**config.mk**
```make
export PLATFORM = sky130hd
export DESIGN_NAME = nlfs_dist
export DESIGN_NICKNAME = d
export VERILOG_FILES = /design/src/nlfs_pkg.sv /design/src/nlfs_dist.sv
export SDC_FILE = /design/constraint.sdc
export NUM_CORES = 2
export LEC_CHECK = 0
export ABC_CLOCK_PERIOD_IN_PS = 15600
export BUFFER_PORTS_ARGS = -buffer_cell sky130_fd_sc_hd__buf_2
export CAP_MARGIN = 20
export CORE_MARGIN = 5
export CORE_UTILIZATION = 68
export DETAILED_ROUTE_END_ITERATION = 8
export PLACE_DENSITY = 0.86
export SYNTH_ARGS = -nofsm -noshare
export SYNTH_HDL_FRONTEND = slang
export SYNTH_SLANG_ARGS = --single-unit
```
**constraint.sdc**
```tcl
create_clock -name clk_i -period 15.6 [get_ports clk_i]
set_clock_uncertainty 0.05 [all_clocks]
set_input_delay 1.56 -clock clk_i [delete_from_list [all_inputs] [get_ports clk_i]]
set_output_delay 1.56 -clock clk_i [all_outputs]
set_load 0.02 [all_outputs]
```
**src/nlfs_pkg.sv**
```systemverilog
// ----------------------------------------------------------------------------
// nlfs_pkg
// shared types and constants of the nearest live frontier selector
// ----------------------------------------------------------------------------
package nlfs_pkg;

  localparam int unsigned LiveDepthDef = 64;
  localparam int unsigned SetDepthDef  = 64;
  localparam int unsigned CoordW       = 24;
  localparam int unsigned IdW          = 32;

  localparam logic [2:0] FuncClear  = 3'd0;
  localparam logic [2:0] FuncAdd    = 3'd1;
  localparam logic [2:0] FuncArrive = 3'd2;
  localparam logic [2:0] FuncFail   = 3'd3;
  localparam logic [2:0] FuncSelect = 3'd4;

  localparam logic [1:0] DecAck      = 2'd0;
  localparam logic [1:0] DecNavigate = 2'd1;
  localparam logic [1:0] DecComplete = 2'd2;

  typedef struct packed {
    logic [2:0]              func;
    logic [IdW-1:0]          item_id;
    logic                    batch_first;
    logic signed [CoordW-1:0] frontier_x;
    logic signed [CoordW-1:0] frontier_y;
    logic                    mark_dead_flag;
    logic signed [CoordW-1:0] robot_x;
    logic signed [CoordW-1:0] robot_y;
  } req_t;

  typedef struct packed {
    logic                    accepted;
    logic [1:0]              decision;
    logic [IdW-1:0]          goal_id;
    logic signed [CoordW-1:0] goal_x;
    logic signed [CoordW-1:0] goal_y;
    logic                    overflow;
  } rsp_t;

endpackage

```
**src/nlfs_dist.sv**
```systemverilog
// ----------------------------------------------------------------------------
// nlfs_dist
// two-stage squared distance unit, one entry per cycle, full-width sum
// ----------------------------------------------------------------------------
module nlfs_dist #(
  parameter int unsigned CoordBits = nlfs_pkg::CoordW
) (
  input  logic                 clk_i,
  input  logic [CoordBits-1:0] fx_i,
  input  logic [CoordBits-1:0] fy_i,
  input  logic [CoordBits-1:0] rx_i,
  input  logic [CoordBits-1:0] ry_i,
  output logic [63:0]          dist_o
);

  localparam int unsigned DW = CoordBits + 1;

  logic signed [DW-1:0] ddx, ddy;
  logic [DW-1:0]        adx, ady;
  logic [DW-1:0]        adx_q, ady_q;
  logic [2*DW-1:0]      sx, sy;
  logic [2*DW:0]        sum;

  assign ddx = $signed({fx_i[CoordBits-1], fx_i}) - $signed({rx_i[CoordBits-1], rx_i});
  assign ddy = $signed({fy_i[CoordBits-1], fy_i}) - $signed({ry_i[CoordBits-1], ry_i});
  assign adx = ddx[DW-1] ? DW'(-ddx) : DW'(ddx);
  assign ady = ddy[DW-1] ? DW'(-ddy) : DW'(ddy);

  always_ff @(posedge clk_i) begin
    adx_q <= adx;
    ady_q <= ady;
  end

  assign sx  = adx_q * adx_q;
  assign sy  = ady_q * ady_q;
  assign sum = {1'b0, sx} + {1'b0, sy};

  always_ff @(posedge clk_i) begin
    dist_o <= 64'(sum);
  end

endmodule

```
==> key figures <==
Setup path
  – Worst path arrival time: 9550 ps
  – R2R cell count: 25
  – Critical path required time: 15850 ps
  – Crit Path Class: flop to flop
  – Crit end category: flop
  – Crit path max fanout: 23
  – Setup crit start kind: flop

Die
  – Floorplan row count: 91
  – Die width: 259 um
  – Initial core utilization: 68.5%
  – I/O Pins: 161
  – Die Span Y: 259 um
  – Core area: 61600 um^2
  – Die area: 67100 um^2

Clocking
  – Post_cts resized: 0
  – Cts bufs inserted: 9
  – Clk buf depth: 2
  – Clk Latency, worst-skew pair: 450 ps
  – Setup bufs post-CTS: 0
  – CTS tree: built
  – Clk sink count: 101
  – CTS Hold Bufs: 0
  – CTS H-tree depth: 3
  – Root buffer cell: clkbuf_16
  – Worst-path clk slew: 90 ps

Synth
  – Synthesis-stage register bit count: 101
  – Post-synth EDFFs: 0
  – Distinct cells, synth: 86
  – Synth warnings: 0
  – Synth async-reset ratio: 0%
  – Mean Syn Cell Area: 9.36 um^2
  – Cell Area, Synth: 42200 um^2
  – Synth area leaders: fa_1 (49%), ha_1 (13%), inv_1 (12%)
  – Seq/Total Area, Yosys: 4.79%
  – Area leader, netlist: fa_1
  – Commonest cells post-synth: inv_1 (1388), fa_1 (1038), ha_1 (429)
  – Yosys top cell area share: 49.3%
  – Post-synthesis cell count: 4505
  – Most frequent cell after synthesis: inv_1
  – Synth Flop Type: dfxtp_1

STA
  – Max Slew Vio Count: 0
  – Final Hold Vio Count: 0
  – Setup TNS: 0 ps
  – Period minus WS final: 9300 ps
  – Max-slew headroom: 22.8%
  – Slew @ Worst Pin: 1160 ps
  – RSZ-0062 raised after global routing: false
  – Setup violations, final: 0
  – Hold_ws: 781 ps
  – Achievable frequency: 108 MHz
  – Final Cycle Share: 59.6%

Global route
  – Largest net degree at the start of global routing: 30
  – Total track usage: 31.7%
  – Vias in the first global route: 34200
  – Initial antenna violation count: 1
  – Global-route wire length before repair: 167000 um
  – GRT overflow: 0

Routing
  – # DRC: 0
  – Avg WL per Cell: 18.7 um
  – Drt pass-1 iters: 6
  – Vias per Instance: 5.57
  – Total number of vias: 30100
  – Post-detailed-routing wire length: 101000 um
  – Final ANT Viol Nets: 0
  – Iter 0 DRT Violations: 2029

Place
  – Placer Congestion: 0.981
  – PortBufs: 147
  – Hpwl dp: 86800 um

Worst hold path
  – Min-delay worst type: flop to flop
  – WHS Path Cells: 2

Run status
  – Status: finished, final reports clean

Cells and area
  – Layout cells sized above 1: 4.92%
  – Antenna Diode Count: 0
  – Fin nets: 6129
  – Area Overhead vs Synth: 4.27%

Run
  – MaxCap Viol Count: 0
==> cell usage in the layout, fill, tap and decap left out, types with 11 or more instances in the layout <==
master	Yosys	layout
o21ai_0	51	51
o21a_1	15	15
nand2_1	374	374
nor3_1	20	20
and2_1	266	266
buf_4	14	28
o211ai_1	12	12
nor2b_1	16	16
dfxtp_1	101	101
nor2_1	111	111
buf_2	3	147
a31oi_1	19	19
nand3_1	29	29
a211oi_1	14	14
and3_1	19	19
ha_1	429	429
fa_1	1038	1038
a21oi_1	104	104
xnor2_1	90	90
conb_1	1	13
a21o_1	57	57
o31ai_1	11	11
xor2_1	52	52
inv_1	1388	1388
==> kinds of logic (layout without fill, tap and decap cells) <==
kind of cell	after synthesis	count (layout)	share of synthesized area, %
other	1	13	0.00889
adder cells (fa/ha/maj)	1467	1467	62.0
multiplexers	8	8	0.202
flip-flops	101	101	4.79
AO/OA/AOI/OAI	356	356	5.70
AND/OR/NAND/NOR	901	901	10.6
XOR/XNOR	143	143	2.99
buffers and inverters	1528	1581	13.7
==> critical path: stages (launching register included) <==
cell and delay, ps:
dfxtp_1 1060, inv_1 380, nor2_1 330, inv_1 110, fa_1 540, inv_1 50
fa_1 430, fa_1 490, inv_1 50, fa_1 460, fa_1 520, inv_1 50
fa_1 550, fa_1 430, fa_1 510, fa_1 410, ha_1 400, a21o_1 210
a21oi_1 180, o211ai_1 240, a2111o_1 540, o21ai_1 290, nand3_1 180, a31oi_1 380
o31ai_1 160, xor2_1 150
==> stage by stage <==
stage	worst slack (ps)	cell area (um^2)	util (%)	instances
floorplan	7630	42200	-	4517
global placement	6650	43600	70.8	5389
detailed placement	6470	43600	70.8	5389
CTS	6470	44000	71.4	5405
global route	6070	44000	71.4	5407
finish	6300	44000	71.4	5407
==> per-layer routing <==
metal	up-vias	global-route usage, %	routed length (um)
met4	0	19.8	7760
met3	445	4.61	6250
met1	15200	36.0	33900
li1	13300	-	-
met5	-	0	0
met2	1238	56.5	53400
==> final timing paths <==
path | startpoint | endpoint | slack [ps]
worst max-delay path | ady_q[1]$_DFF_P_ | dist_o[48]$_DFF_P_ | 6300
worst min-delay path | adx_q[0]$_DFF_P_ | dist_o[1]$_DFF_P_ | 780
worst max register to register | ady_q[1]$_DFF_P_ | dist_o[48]$_DFF_P_ | 6300
worst min register to register | adx_q[0]$_DFF_P_ | dist_o[1]$_DFF_P_ | 780
==> registers in the layout, indices dropped and copies added, names as in the netlist <==
register and count:
dist_o 51, ady_q 25, adx_q 25
==> final cells by class <==
class	instances	area [um^2]
fillers	4374	17600
multi-input cells	2888	34400
clock inverters	7	90.1
flip-flops and latches	101	2020
repair buffers	176	973
well taps	837	1050
inverters	1389	5210
clock buffers	9	225
Power is left out: the tool's default activity adds up to more than one toggle a clock period on the data nets, which glitch-free logic cannot reach.
